==> src/rtl/vlfs_pkg.sv <==
// Shared types and status codes of the varint frame splitter.
`default_nettype none

package vlfs_pkg;

    typedef enum logic [2:0] {
        ST_PREFIX   = 3'd0,
        ST_PAYLOAD  = 3'd1,
        ST_OVERFLOW = 3'd2,
        ST_LIMIT    = 3'd3,
        ST_DISCARD  = 3'd4
    } status_t;

    localparam int CFG_W      = 32;
    localparam int FRAME_W    = 32;
    localparam int COUNT_W    = 4;
    localparam int LAST_INDEX = 9;
    localparam int CHUNK_W    = 7;
    localparam int SPAN_W     = 70;

    // Per-byte verdict of the length accumulator.
    typedef struct packed {
        logic overflow;
        logic more;
        logic too_long;
        logic empty;
    } accum_flags_t;

endpackage

`default_nettype wire

==> src/rtl/varint_length_frame_splitter.sv <==
// Top level: varint length-prefixed frame splitter with a registered result stage.
//
//  channel  | handshake                 | payload
//  ---------+---------------------------+--------------------------------------------
//  byte in  | byte_valid / byte_stall   | data_byte
//  result   | result_valid/result_stall | status, payload_byte, frame_last, frame_length
//  config   | cfg_valid / cfg_ready     | cfg_data (max_frame_size)
//
// One byte per cycle while byte_stall is low; each result appears in the cycle
// after its byte is taken. The rate is set by the single result register: it
// refills on the edge it drains. byte_stall rises only while a result is held
// under result_stall. cfg_ready is always high. Reset sets max_frame_size to all
// ones and restarts prefix collection; an error holds until reset.
`default_nettype none

module varint_length_frame_splitter #(
    parameter int LENGTH_BITS = 32
) (
    input  wire logic        clk,
    input  wire logic        rst_n,
    input  wire logic        byte_valid,
    output logic             byte_stall,
    input  wire logic [7:0]  data_byte,
    output logic             result_valid,
    input  wire logic        result_stall,
    output logic [2:0]       status,
    output logic [7:0]       payload_byte,
    output logic             frame_last,
    output logic [31:0]      frame_length,
    input  wire logic        cfg_valid,
    output logic             cfg_ready,
    input  wire logic [31:0] cfg_data
);
    import vlfs_pkg::*;

    localparam int ACC_W = (LENGTH_BITS > 32) ? LENGTH_BITS : 32;

    typedef enum logic [1:0] {
        M_PREFIX  = 2'd0,
        M_PAYLOAD = 2'd1,
        M_HALT    = 2'd2
    } mode_t;

    mode_t                mode_reg, mode_next;
    logic [COUNT_W-1:0]   count_reg, count_next;
    logic [ACC_W-1:0]     acc_reg, acc_next;
    logic                 wide_reg, wide_next;
    logic [FRAME_W-1:0]   remain_reg, remain_next;
    logic [CFG_W-1:0]     max_size_reg;

    logic                 valid_reg;
    status_t              status_reg, status_next;
    logic [7:0]           pbyte_reg, pbyte_next;
    logic                 last_reg, last_next;
    logic [FRAME_W-1:0]   flen_reg, flen_next;

    logic [ACC_W-1:0]     acc_upd;
    logic                 wide_upd;
    accum_flags_t         flags;
    logic [FRAME_W-1:0]   remain_dec;
    logic                 accept;

    vlfs_accum #(
        .LENGTH_BITS (LENGTH_BITS)
    ) u_accum (
        .count          (count_reg),
        .data_byte      (data_byte),
        .max_frame_size (max_size_reg),
        .acc            (acc_reg),
        .wide           (wide_reg),
        .acc_next       (acc_upd),
        .wide_next      (wide_upd),
        .flags          (flags)
    );

    assign byte_stall = valid_reg && result_stall;
    assign accept     = byte_valid && !byte_stall;
    assign cfg_ready  = 1'b1;

    assign remain_dec = remain_reg - FRAME_W'(remain_reg != '0);

    always_comb
    begin
        mode_next   = mode_reg;
        count_next  = count_reg;
        acc_next    = acc_reg;
        wide_next   = wide_reg;
        remain_next = remain_reg;
        status_next = ST_DISCARD;
        pbyte_next  = 8'd0;
        last_next   = 1'b0;
        flen_next   = '0;
        case (mode_reg)
            M_PAYLOAD:
            begin
                remain_next = remain_dec;
                status_next = ST_PAYLOAD;
                pbyte_next  = data_byte;
                last_next   = (remain_dec == '0);
                if (remain_dec == '0)
                begin
                    mode_next = M_PREFIX;
                end
            end
            M_PREFIX:
            begin
                status_next = ST_PREFIX;
                if (flags.overflow)
                begin
                    mode_next   = M_HALT;
                    status_next = ST_OVERFLOW;
                end
                else if (flags.more)
                begin
                    count_next = count_reg + COUNT_W'(1);
                    acc_next   = acc_upd;
                    wide_next  = wide_upd;
                end
                else
                begin
                    // length complete: restart the accumulator either way
                    count_next = '0;
                    acc_next   = '0;
                    wide_next  = 1'b0;
                    if (flags.too_long)
                    begin
                        mode_next   = M_HALT;
                        status_next = ST_LIMIT;
                        flen_next   = acc_upd[FRAME_W-1:0];
                    end
                    else if (flags.empty)
                    begin
                        last_next = 1'b1;
                    end
                    else
                    begin
                        mode_next   = M_PAYLOAD;
                        remain_next = acc_upd[FRAME_W-1:0];
                        flen_next   = acc_upd[FRAME_W-1:0];
                    end
                end
            end
            default:
            begin
                mode_next = M_HALT;
            end
        endcase
    end

    always_ff @(posedge clk or negedge rst_n)
    begin
        if (!rst_n)
        begin
            mode_reg     <= M_PREFIX;
            count_reg    <= '0;
            acc_reg      <= '0;
            wide_reg     <= 1'b0;
            remain_reg   <= '0;
            max_size_reg <= '1;
            valid_reg    <= 1'b0;
            status_reg   <= ST_PREFIX;
            pbyte_reg    <= 8'd0;
            last_reg     <= 1'b0;
            flen_reg     <= '0;
        end
        else
        begin
            if (cfg_valid && cfg_ready)
            begin
                max_size_reg <= cfg_data;
            end
            if (accept)
            begin
                mode_reg   <= mode_next;
                count_reg  <= count_next;
                acc_reg    <= acc_next;
                wide_reg   <= wide_next;
                remain_reg <= remain_next;
                valid_reg  <= 1'b1;
                status_reg <= status_next;
                pbyte_reg  <= pbyte_next;
                last_reg   <= last_next;
                flen_reg   <= flen_next;
            end
            else if (!result_stall)
            begin
                // drain the result word
                valid_reg <= 1'b0;
            end
        end
    end

    assign result_valid = valid_reg;
    assign status       = status_reg;
    assign payload_byte = pbyte_reg;
    assign frame_last   = last_reg;
    assign frame_length = flen_reg;

endmodule

`default_nettype wire

==> src/rtl/vlfs_accum.sv <==
// Varint length accumulator: places one 7-bit group and checks the finished length.
`default_nettype none

module vlfs_accum #(
    parameter int LENGTH_BITS = 32
) (
    input  wire logic [vlfs_pkg::COUNT_W-1:0] count,
    input  wire logic [7:0]                   data_byte,
    input  wire logic [vlfs_pkg::CFG_W-1:0]   max_frame_size,
    input  wire logic [((LENGTH_BITS > 32) ? LENGTH_BITS : 32)-1:0] acc,
    input  wire logic                         wide,
    output logic [((LENGTH_BITS > 32) ? LENGTH_BITS : 32)-1:0] acc_next,
    output logic                              wide_next,
    output vlfs_pkg::accum_flags_t            flags
);
    import vlfs_pkg::*;

    localparam int ACC_W = (LENGTH_BITS > 32) ? LENGTH_BITS : 32;
    localparam logic [ACC_W-1:0] LOW_MASK =
        ({{(ACC_W-1){1'b0}}, 1'b1} << LENGTH_BITS) - {{(ACC_W-1){1'b0}}, 1'b1};

    logic [SPAN_W-1:0] contrib;
    logic              at_last;

    assign at_last = (count >= COUNT_W'(LAST_INDEX));

    always_comb
    begin
        contrib = '0;
        for (int k = 0; k <= LAST_INDEX; k++)
        begin
            if (count == COUNT_W'(k))
            begin
                contrib = SPAN_W'(data_byte[CHUNK_W-1:0]) << (CHUNK_W * k);
            end
        end
    end

    assign acc_next  = acc | contrib[ACC_W-1:0];
    assign wide_next = wide | (|contrib[SPAN_W-1:ACC_W]);

    always_comb
    begin
        flags.overflow = at_last && (data_byte[7:1] != 7'd0);
        flags.more     = data_byte[7] && !at_last;
        flags.too_long = wide_next || (|(acc_next & ~LOW_MASK))
                         || (acc_next > ACC_W'(max_frame_size));
        flags.empty    = (acc_next == '0) && !wide_next;
    end

endmodule

`default_nettype wire

==> config.mk <==
export PLATFORM = sky130hd
export DESIGN_NAME = varint_length_frame_splitter
export DESIGN_NICKNAME = d
export VERILOG_FILES = /design/src/rtl/vlfs_pkg.sv /design/src/rtl/varint_length_frame_splitter.sv /design/src/rtl/vlfs_accum.sv
export SDC_FILE = /design/constraint.sdc
export NUM_CORES = 1
export LEC_CHECK = 0
export BUFFER_PORTS_ARGS = -buffer_cell sky130_fd_sc_hd__buf_2
export CORE_MARGIN = 2
export CORE_UTILIZATION = 40
export DETAILED_ROUTE_END_ITERATION = 16
export HOLD_SLACK_MARGIN = 0.15
export SLEW_MARGIN = 15
export SYNTH_ARGS = -nofsm -noshare
export SYNTH_HDL_FRONTEND = slang
export SYNTH_SLANG_ARGS = --single-unit
==> constraint.sdc <==
create_clock -name clk -period 7.6 [get_ports clk]
set_input_delay 1.52 -clock clk [delete_from_list [all_inputs] [get_ports clk]]
set_output_delay 1.52 -clock clk [all_outputs]
set_load 0.02 [all_outputs]
### Yosys cells after proc, flatten, opt, wreduce, memory -nomap -nowiden

Cells that the tools add are included.
W data, S select, Z words.

| operators by class | value |
|---|---|
| mux-type cells | 41 |
| add/sub/neg operators | 2 |
| equal/unequal tests | 18 |
| magnitude comparators | 2 |
| bitwise gates (word level) | 3 |
| reductions and logical operators | 20 |

Operator list:

| cell | number |
|---|---|
| $mux W70 | 9 |
| $mux W32 | 10 |
| $logic_not A32 Y1 | 2 |
| $pmux W32 S2 | 1 |
| $reduce_or A38 Y1 | 1 |
| $gt A32 B32 Y1 | 1 |
| $or A32 B32 Y32 | 1 |
| $reduce_bool A32 Y1 | 1 |
| $sub A32 B1 Y32 | 1 |
| $eq A4 B3 Y1 const B | 4 |
| $mux W2 | 8 |
| $ne A2 B2 Y1 const B | 5 |
| $eq A4 B2 Y1 const B | 2 |
| $eq A4 B4 Y1 const B | 2 |
| $mux W8 | 1 |
| $mux W1 | 7 |
| $mux W7 | 1 |
| $reduce_bool A7 Y1 | 1 |
| $pmux W3 S2 | 1 |
| $reduce_and A6 Y1 | 1 |
| $logic_and A1 B1 Y1 | 5 |
| $add A4 B1 Y4 const B | 1 |
| $eq A4 B1 Y1 const B | 1 |
| $ge A4 B4 Y1 const B | 1 |
| other kinds (16) | 18 |

| storage, ports and cells | value |
|---|---|
| output and inout port bits | 47 |
| flip-flop bits (word level) | 148 |
| logic and storage cells | 97 |
| input bits | 45 |

### Depth between registers and ports, before layout

Gate-level depths: netlist (run 1).

| depth | value |
|---|---|
| depth in word-level cells | 20 |
| depth in mapped cells | 17 |
| depth with buffers taken out | 14 |

### By module

Synthesis (run 1) repeated with hierarchy kept, for this count alone.

| second synthesis, totals | value |
|---|---|
| cells, all modules | 903 |
| area, all modules | 8,279.2 sq um |

Modules (own cells, without submodules):

| module | area each (sq um) | times used | cells each | seq. area each (sq um) |
|---|---|---|---|---|
| varint_length_frame_splitter | 6,904.1 | 1 | 706 | 3,743.6 |
| vlfs_accum | 1,375.1 | 1 | 197 | 0.0 |

### Least setup slack after synthesis (run 1)

OpenSTA, ideal clock, no wires.

| path | value |
|---|---|
| path kind | input port to flip-flop |
| start | in data_byte[1] |
| end | reg remain_reg[17] |
| path buffers | 3 |
| required time | 7,467 ps |
| stages on the path | 13 |
| arrival | 4,228 ps |
| library setup time | 133 ps |
| setup slack | 3,239 ps |
| path through | buf_4 > a41oi_1 > inv_1 > ha_1 > a21o_1 > a21o_1 > a221o_1 > or4_1 > o22ai_2 > and3_4 > buf_6 > buf_6 > o22ai_1 |

| between the ends | value |
|---|---|
| longest elaborated chain between the ends | 15 |
| elaborated cells between the ends (all ways) | 24 |
| those cells by class | 1 x order compare; 3 x eq/ne; 10 x mux; 2 x bitwise; 8 x reduce/logical |

RTL lines:

| element | RTL line | source |
|---|---|---|
| start: declaration | varint_length_frame_splitter.sv:23 | `input wire logic [7:0] data_byte,` |
| $mux W7 | vlfs_accum.sv:32 | `if (count == COUNT_W'(k))` |
| $mux W70 (9 in a row) | vlfs_accum.sv:32 |  |
| $or A32 B32 Y32 | vlfs_accum.sv:39 | `assign acc_next = acc \| contrib[ACC_W-1:0];` |
| $gt A32 B32 Y1 or $logic_not A32 Y1 (tied branches) | vlfs_accum.sv:47, vlfs_accum.sv:48 |  |
| $logic_or A1 B1 Y1 or $logic_and A1 B1 Y1 (tied branches) | vlfs_accum.sv:47, vlfs_accum.sv:48 |  |
| $ne A2 B2 Y1 (no line) | - |  |
| $reduce_and A6 Y1 (no line) (*) | - |  |
| end signal: assignment | varint_length_frame_splitter.sv:178 | `remain_reg <= remain_next;` |
| end: declaration | varint_length_frame_splitter.sv:48 | `logic [FRAME_W-1:0] remain_reg, remain_next;` |

Every way passes the cells marked *; elsewhere a longest branch is shown, timed or not.
A chain may end at the register's enable or synchronous reset.

### Worst setup path after layout (run 1)

| path | value |
|---|---|
| start | in data_byte[1] |
| end | reg remain_reg[31] |

Same word-level chain as after synthesis.

==> qor.txt, run 1 <==
Grt met3 use - 4.608%
GRT Overall Usage - 23.40%
Post-synth EDFFs - 0
DIE HEIGHT - 145.6 microns
Hold violation count in the final report - 0
Layout Nets - 1058
Max Cap Viol - 0
Util after Layout - 47.03%
Synth area leader - dfrtp_1
Top cell type's share of synthesized area - 36.20%
Total global routing overflow - 0
Worst path cell trace - buf_2 > a41oi_1 > inv_1 > ha_1 > nand4_1 > nor4_1 > o31a_1 > o22ai_2 > a41oi_4 > buf_4 > mux2_2
Synth unique cells - 67
Clock latency on the worst-skew pair - 0.44 ns
Cell Rows - 51
Worst Path Max Fanout - 19
Crit share post-route - 67.04%
Total Routed Length - 24370 microns
Slew headroom - 32.26%
Share of cells above drive strength 1 - 19.25%
RD Place Congestion - 0.9466
Core area - 19590 sq um
Sequential area share after synthesis - 46.68%
H-tree depth - 4
Chip Width - 145.6 microns
Antenna Cells - 0
Yosys warnings - 0
Worst setup SP type - primary input
Global Route met2 Usage - 37.25%
Bufs on Longest Clock Path - 2
Synth area leaders - dfrtp_1 36%, dfstp_2 10%, nand2_1 6.7%
Syn_area_per_cell - 8.812 sq um
Crit path DAT - 5.41 ns
Final Total Pwr - 3.049 mW
Post-DRT Antenna Nets - 0
CP max-delay cell - a41oi_1
Synth top cells by count - 143 x nand2_1, 116 x dfrtp_1, 93 x o21ai_0
Via Count - 7101
Total iterations of the first detailed-routing run - 5
Port-buffer cells - 90
Setup TNS - 0 ns
First-pass GRT wire length - 38920 microns
Max stage delay on crit path - 0.71 ns
Root Buffer - clkbuf_16
Pleak - 4.377 nW
Sequential power share - 34.4%
Clk pwr share - 27.2%
Hold buffer count at cts - 0
Clock transition at the registers of the reported paths - 0.07 ns
Post-CTS setup repair buffer count - 0
Num CTS Buffers - 17
Final Critical Period - 5.095 ns
Die Footprint - 21200 sq um
Combinational share of power - 38.4%
PostCTS Resize Cnt - 0
TritonCTS clock tree - built
PD cells - 331.0 nW/um^2
Net Count, Synth - 994
Status - finished clean
I/O pin total - 92
Worst-Margin Slew - 1.013 ns
Setup Viol. Count Final - 0
Worst Setup Path Type - primary input to register
Crit path capture type - register
Peak VDD IR - 194.4 uV
# fillers - 1958
P&R area growth vs syn - 14.90%
Via/cell ratio - 5.672
Post-detailed-route DRC marker count - 0
Clock sinks - 148
Post-DP HPWL - 17480 microns
Post-Syn Area - 8019 sq um
Ys async rst share - 100.0%
GR Layer Usage met1 - 32.03%
Synth Instances - 910
Switch Pwr - 1.272 mW
Most Used Layer, Global Route - met2
Clk_skew - 0.01354 ns
RSZ-0062 raised after global routing - no
CP Data Required Time - 7.92 ns
Final worst slack - 2.505 ns
Vias in the first global route - 6919
Fin. max-slew vios - 0
Int Pwr - 1.777 mW
WL/cell - 19.47 microns
Hold Path Class - register to register
DRT iter0 DRCs - 625
Most frequent cell after synthesis - nand2_1
Switching part of the total - 41.73%
Yosys reg bits - 148
Max Fclk - 196.3 MHz
Initial core utilization - 40.93%
Pre-CTS setup slack - 2.154 ns
Synth Flop Type - dfrtp_1
Initial antenna violation count - 0
Pin count of the biggest net entering global routing - 77
critical path, delay by kind of cell:
family,cells,cell delay [ns]
simple gates,2,0.84
mux,1,0.35
compound gates,4,1.72
buf+inv,3,0.63
fa+ha+maj,1,0.34
per-layer routing:
| metal | share of wire (%) | vias to the layer above | wire length, microns |
|---|---|---|---|
| li1 | - | 3355 | - |
| met1 | 45 | 3484 | 10980 |
| met2 | 47 | 221 | 11490 |
| met3 | 5.5 | 41 | 1346 |
| met4 | 2.3 | 0 | 551 |
| met5 | 0 | - | 0 |
logic make-up after synthesis:
group | synth area share (%)
and+or+nand+nor | 18.36
AOI/OAI and AO/OA | 20.69
DFF | 46.68
buffers and inverters | 6.428
adders and majority gates | 6.085
muxes | 1.045
xor gates and xnor gates | 0.6553
other | 0.04676
cells in the final DEF (no fill, tap or decap), types with 17 or more instances in the layout:
cell type and count:
nand2_1 143, dfrtp_1 116, o21ai_0 93, a21oi_1 92, buf_2 89, inv_1 70, ha_1 39, nor2_1 33
dfstp_2 32, nor3_1 29, o22ai_1 29, nand4_1 17, clkbuf_16 17
layout make-up:
cell class	count	area (sq um)	share of cell area (%)
clock inverter	15	148.9	1.616
sequential	148	3744	40.63
timing repair buffer	101	539.3	5.853
clock buffer	17	425.4	4.617
multi-input combinational	636	3762	40.83
tap	265	331.6	3.599
inverter	70	262.8	2.852
metrics by stage:
step                cells  hold slack (ns)  area, sq um
floorplan             910           0.4799         8019
global placement     1220           0.4560         8640
detailed placement   1220           0.4668         8640
CTS                  1252           0.4816         9214
global route         1252           0.4991         9214
finish               1252           0.4730         9214
path summary, 6_finish.rpt:
path	start	endpoint	slack, ns	cells past startpoint
max	data_byte[1]	remain_reg[31]	2.51	11
min	frame_length[17]	frame_length[17]	0.47	2
max reg2reg	count_reg[0]	remain_reg[31]	2.54	12
min reg2reg	frame_length[17]	frame_length[17]	0.47	2
max in group asynchronous	rst_n	remain_reg[30]	5.09	2
min in group asynchronous	rst_n	frame_length[10]	1.09	1
power groups by stage:
| stage | registers (mW) | logic (mW) | clock network [mW] |
|---|---|---|---|
| floorplan | 1.04 | 0.809 | 0 |
| global placement | 1.06 | 1.14 | 0 |
| detailed placement | 1.06 | 1.15 | 0 |
| CTS | 1.04 | 1.15 | 0.839 |
| global route | 1.07 | 1.29 | 0.877 |
| finish | 1.05 | 1.17 | 0.829 |
No activity file was read; power rests on OpenSTA's default activity.
==> run 2, diff against run 1 <==
==> constraint.sdc (replaced) <==
create_clock -name clk -period 4.72 [get_ports clk]
set_input_delay 0.944 -clock clk [delete_from_list [all_inputs] [get_ports clk]]
set_output_delay 0.944 -clock clk [all_outputs]
set_load 0.02 [all_outputs]
==> qor.txt, run 2 (synthesis gave the netlist of run 1 again) <==
Met2 routed WL - 10780 microns
Worst-Margin Slew - 0.8591 ns
Clock transition at the registers of the reported paths - 0.06 ns
Placed inst area - 8760 sq um
Final Critical Period - 4.438 ns
Cell Rows - 51
Clk_skew - 0.01105 ns
Initial core utilization - 40.93%
DRT iter0 DRCs - 725
Pleak - 4.444 nW
Status - finished clean
Reg2reg path depth - 14
DIE HEIGHT - 145.6 microns
Post-detailed-route DRC marker count - 0
Top sig layer - met4
Crit path DAT - 4.73 ns
Crit share post-route - 94.03%
Total iterations of the first detailed-routing run - 7
Hold path endpoint - payload_byte[2]
Bufs on Longest Clock Path - 2
Util after Layout - 47.64%
Post-DP HPWL - 18170 microns
Core area - 19590 sq um
Worst setup SP type - register
First-pass GRT wire length - 39430 microns
Hold Startpoint - payload_byte[2]
TritonCTS clock tree - built
Setup TNS - 0 ns
CP startpoint - count_reg[1]
CP Data Required Time - 5.01 ns
Post-DRT Antenna Nets - 0
I/O pin total - 92
Antenna Cells - 0
Via/cell ratio - 5.672
Setup Viol. Count Final - 0
Final worst slack - 0.2820 ns
RSZ-0062 raised after global routing - no
P&R area growth vs syn - 16.38%
Most frequent cells in the layout - 143 x nand2_1, 116 x dfrtp_1, 93 x o21ai_0, 92 x a21oi_1, 89 x buf_2
Met1 wire length - 11280 microns
Crit path capture type - register
Clock latency on the worst-skew pair - 0.43 ns
FF-to-FF End - remain_reg[7]
Die Footprint - 21200 sq um
Port-buffer cells - 90
Vias in the first global route - 6818
Hold Path Cell Cnt - 2
Worst Path Max Fanout - 30
WL/cell - 19.50 microns
Reg2reg setup slack - 0.28 ns
Share of cells above drive strength 1 - 20.54%
GRT Overall Usage - 23.71%
R2R Path Start - count_reg[1]
Num CTS Buffers - 17
Fin. max-slew vios - 0
Commonest non-fill, non-tap cell in the layout - nand2_1
Total global routing overflow - 0
H-tree depth - 4
Via Count - 7192
Worst Setup Path Type - register to register
Chip Width - 145.6 microns
Max Cap Viol - 0
PD cells - 530.6 nW/um^2
Final Non-Filler Cells - 1268
Hold violation count in the final report - 0
Root Buffer - clkbuf_16
Max Fclk - 225.3 MHz
Clock sinks - 148
Pre-CTS setup slack - 0.2314 ns
Peak VDD IR - 291.0 uV
Dpl cells - 1236
Fin Hold WS - 0.4734 ns
Hold Path Class - register to register
Pin count of the biggest net entering global routing - 79
Met3 WL - 2060 microns
Final Total Pwr - 4.952 mW
Cell area after layout - 9333 sq um
Initial antenna violation count - 0
Total Routed Length - 24730 microns
RD Place Congestion - 0.9866
Layout Nets - 1074
Slew headroom - 42.72%
run 2: cell count changes in the layout (fill, tap and decap cells not counted):
cell        change
clkinv_8        -1
clkinvlp_4      +1
nor4_2          +1
clkinv_2        -1
inv_8           -1
clkbuf_8        +1
clkbuf_1        +1
nor4_1          -1
buf_4          +16
run 2: what timing repair did:
item                       CTS  global route
hold buffers                 0             0
setup endpoints to repair    0            30
setup buffers                0             0
resized for setup            0             1
run 2: cell type report:
type                       instances  area [sq um]
clock buffer                      19         442.9
clock inverter                    13         123.9
fill                            1934         10260
inverter                          70         262.8
multi-input combinational        636          3769
sequential                       148          3744
tap                              265         331.6
timing repair buffer             117         659.4
run 2: worst max-delay path by stage:
stage,to,cells past startpoint
6_report,remain_reg[7],14
5_1_grt,remain_reg[27],14
4_1_cts,remain_reg[27],14
3_5_place_dp,remain_reg[27],14
3_3_place_gp,remain_reg[7],14
2_1_floorplan,mode_reg[0],16
run 2: worst max-delay path, stage by stage (launching register included):
cell     delay (ns)
dfrtp_1        0.40
inv_1          0.14
ha_1           0.35
nor4_2         0.14
and3_1         0.23
a21oi_1        0.57
inv_1          0.10
ha_1           0.32
nand4_1        0.18
nor2_1         0.07
a221o_1        0.30
or4_1          0.53
o22ai_2        0.28
and3_4         0.50
o22ai_1        0.15
run 2: power breakdown:
| part | internal [mW] | switching [mW] | leakage [nW] |
|---|---|---|---|
| Clock | 0.747 | 0.568 | 0.276 |
| Sequential | 1.47 | 0.219 | 1.91 |
| Combinational | 0.690 | 1.26 | 2.26 |
| Total | 2.91 | 2.04 | 4.44 |
run 2: routing by layer:
metal / track usage [%] / vias to the layer above
met5: 0 / -
met4: 8.333 / 0
met1: 34.51 / 3453
li1: - / 3382
met3: 5.455 / 48
met2: 34.69 / 309
==> run 3, diff against run 2 <==
--- a/config.mk
+++ b/config.mk
@@ -10,6 +10,7 @@
 export CORE_UTILIZATION = 40
 export DETAILED_ROUTE_END_ITERATION = 16
 export HOLD_SLACK_MARGIN = 0.15
+export RECOVER_POWER = 50
 export SLEW_MARGIN = 15
 export SYNTH_ARGS = -nofsm -noshare
 export SYNTH_HDL_FRONTEND = slang
==> qor.txt, run 3 (synthesis gave the netlist of run 1 again) <==
Layout Nets - 1074
Via Count - 7214
Final Total Pwr - 4.946 mW
Clock latency on the worst-skew pair - 0.43 ns
Cell area after layout - 9315 sq um
Cell Rows - 51
Clock transition at the registers of the reported paths - 0.06 ns
Clk pwr share - 26.5%
Clock sinks - 148
Setup TNS - 0 ns
Port-buffer cells - 90
Peak VDD IR - 291.9 uV
Combinational share of power - 39.3%
Post-CTS setup repair buffer count - 0
Post-DRT Antenna Nets - 0
Reg2reg setup slack - 0.29 ns
Crit path DAT - 4.73 ns
Failing checks - capacitance limit, slew limit
Via/cell ratio - 5.689
Switch Pwr - 2.040 mW
Slew headroom - -41.01%
Chip Width - 145.6 microns
Worst Path Max Fanout - 30
DRT iter0 DRCs - 706
Total Routed Length - 24680 microns
TritonCTS clock tree - built
Antenna Cells - 0
Final Critical Period - 4.432 ns
Commonest non-fill, non-tap cell in the layout - nand2_1
Die Footprint - 21200 sq um
GRT Overall Usage - 23.71%
Post-DP HPWL - 18170 microns
DIE HEIGHT - 145.6 microns
WL/cell - 19.46 microns
Total global routing overflow - 0
CP Data Required Time - 5.01 ns
Root Buffer - clkbuf_16
I/O pin total - 92
Switching part of the total - 41.24%
Bufs on Longest Clock Path - 2
Vias in the first global route - 6818
Most frequent cells in the layout - 143 x nand2_1, 116 x dfrtp_1, 93 x o21ai_0, 92 x a21oi_1, 88 x buf_2
Setup Viol. Count Final - 0
Worst setup SP type - register
Hold buffer count at cts - 0
RSZ-0062 raised after global routing - no
Sequential power share - 34.2%
Max Cap Viol - 4
Initial antenna violation count - 0
Placed inst area - 8760 sq um
P&R area growth vs syn - 16.16%
Pin count of the biggest net entering global routing - 79
Int Pwr - 2.906 mW
Clk_skew - 0.01098 ns
Num CTS Buffers - 17
Post-detailed-route DRC marker count - 0
Share of cells above drive strength 1 - 20.14%
Fin Hold WS - 0.4733 ns
Fin. max-slew vios - 224
Total iterations of the first detailed-routing run - 5
Core area - 19590 sq um
Crit share post-route - 93.90%
Hold violation count in the final report - 0
Initial core utilization - 40.93%
RD Place Congestion - 0.9866
Status - complete, but fails checks
Worst-Margin Slew - 2.115 ns
H-tree depth - 4
Worst Setup Path Type - register to register
Max Fclk - 225.6 MHz
PD cells - 531.0 nW/um^2
Pleak - 4.433 nW
Hold Path Class - register to register
Crit path capture type - register
First-pass GRT wire length - 39430 microns
-- run 3: cell types whose count changed in the layout (fill, tap and decap cells not counted) --
cell      change
a21bo_1       +1
buf_4         -3
buf_6         -1
and2_1        -1
buf_2         -1
clkbuf_1      +3
and2_0        +1
clkbuf_2      +2
a21bo_2       -1
-- run 3: path summary, 6_finish.rpt --
check	cells after the start	from	endpoint
min reg2reg	2	payload_byte[2]	payload_byte[2]
min in group asynchronous	1	rst_n	frame_length[18]
min	2	payload_byte[2]	payload_byte[2]
max reg2reg	14	count_reg[1]	remain_reg[7]
max	14	count_reg[1]	remain_reg[7]
max in group asynchronous	2	rst_n	frame_length[5]
-- run 3: power by group through the flow --
| stage | logic [mW] | clock network [mW] | registers [mW] |
|---|---|---|---|
| finish | 1.94 | 1.31 | 1.69 |
| global route | 2.13 | 1.40 | 1.72 |
| CTS | 1.92 | 1.34 | 1.68 |
| detailed placement | 1.91 | 0 | 1.70 |
| global placement | 1.90 | 0 | 1.70 |
| floorplan | 1.30 | 0 | 1.67 |
-- run 3: metrics by stage --
stage	std cells	worst slack, ns	utilization [%]
after floorplan	910	0.8380	-
after global placement	1236	0.2519	44.71
after detailed placement	1236	0.2314	44.71
after CTS	1268	0.2051	47.61
after global routing	1268	0.06648	47.55
final	1268	0.2880	47.55
-- run 3: cell type report --
type	instances	area (sq um)
flip-flops and latches	148	3744
repair buffers	117	641.9
clock buffers	19	442.9
well taps	265	331.6
inverters	70	262.8
multi-input cells	636	3769
fillers	1937	10270
clock inverters	13	123.9
-- run 3: what timing repair did --
item	4_1_cts	5_1_grt
resized for setup	0	1
endpoints found under the hold margin	0	0
setup endpoints to repair	0	30
-- run 3: metal layers --
metal	GRT usage, %	share of wire (%)	wire, microns	vias up
met3	5.455	8.2	2029	43
met4	8.333	2.5	605	0
met5	0	0	0	-
met1	34.51	46	11290	3486
li1	-	-	-	3377
met2	34.69	44	10750	308
-- run 3: critical path: stages, from the launching register on --
cell	delay, ns
dfrtp_1	0.40
inv_1	0.13
ha_1	0.35
nor4_2	0.14
and3_1	0.23
a21oi_1	0.58
inv_1	0.10
ha_1	0.32
nand4_1	0.18
nor2_1	0.07
a221o_1	0.30
or4_1	0.53
o22ai_2	0.28
and3_4	0.50
o22ai_1	0.15
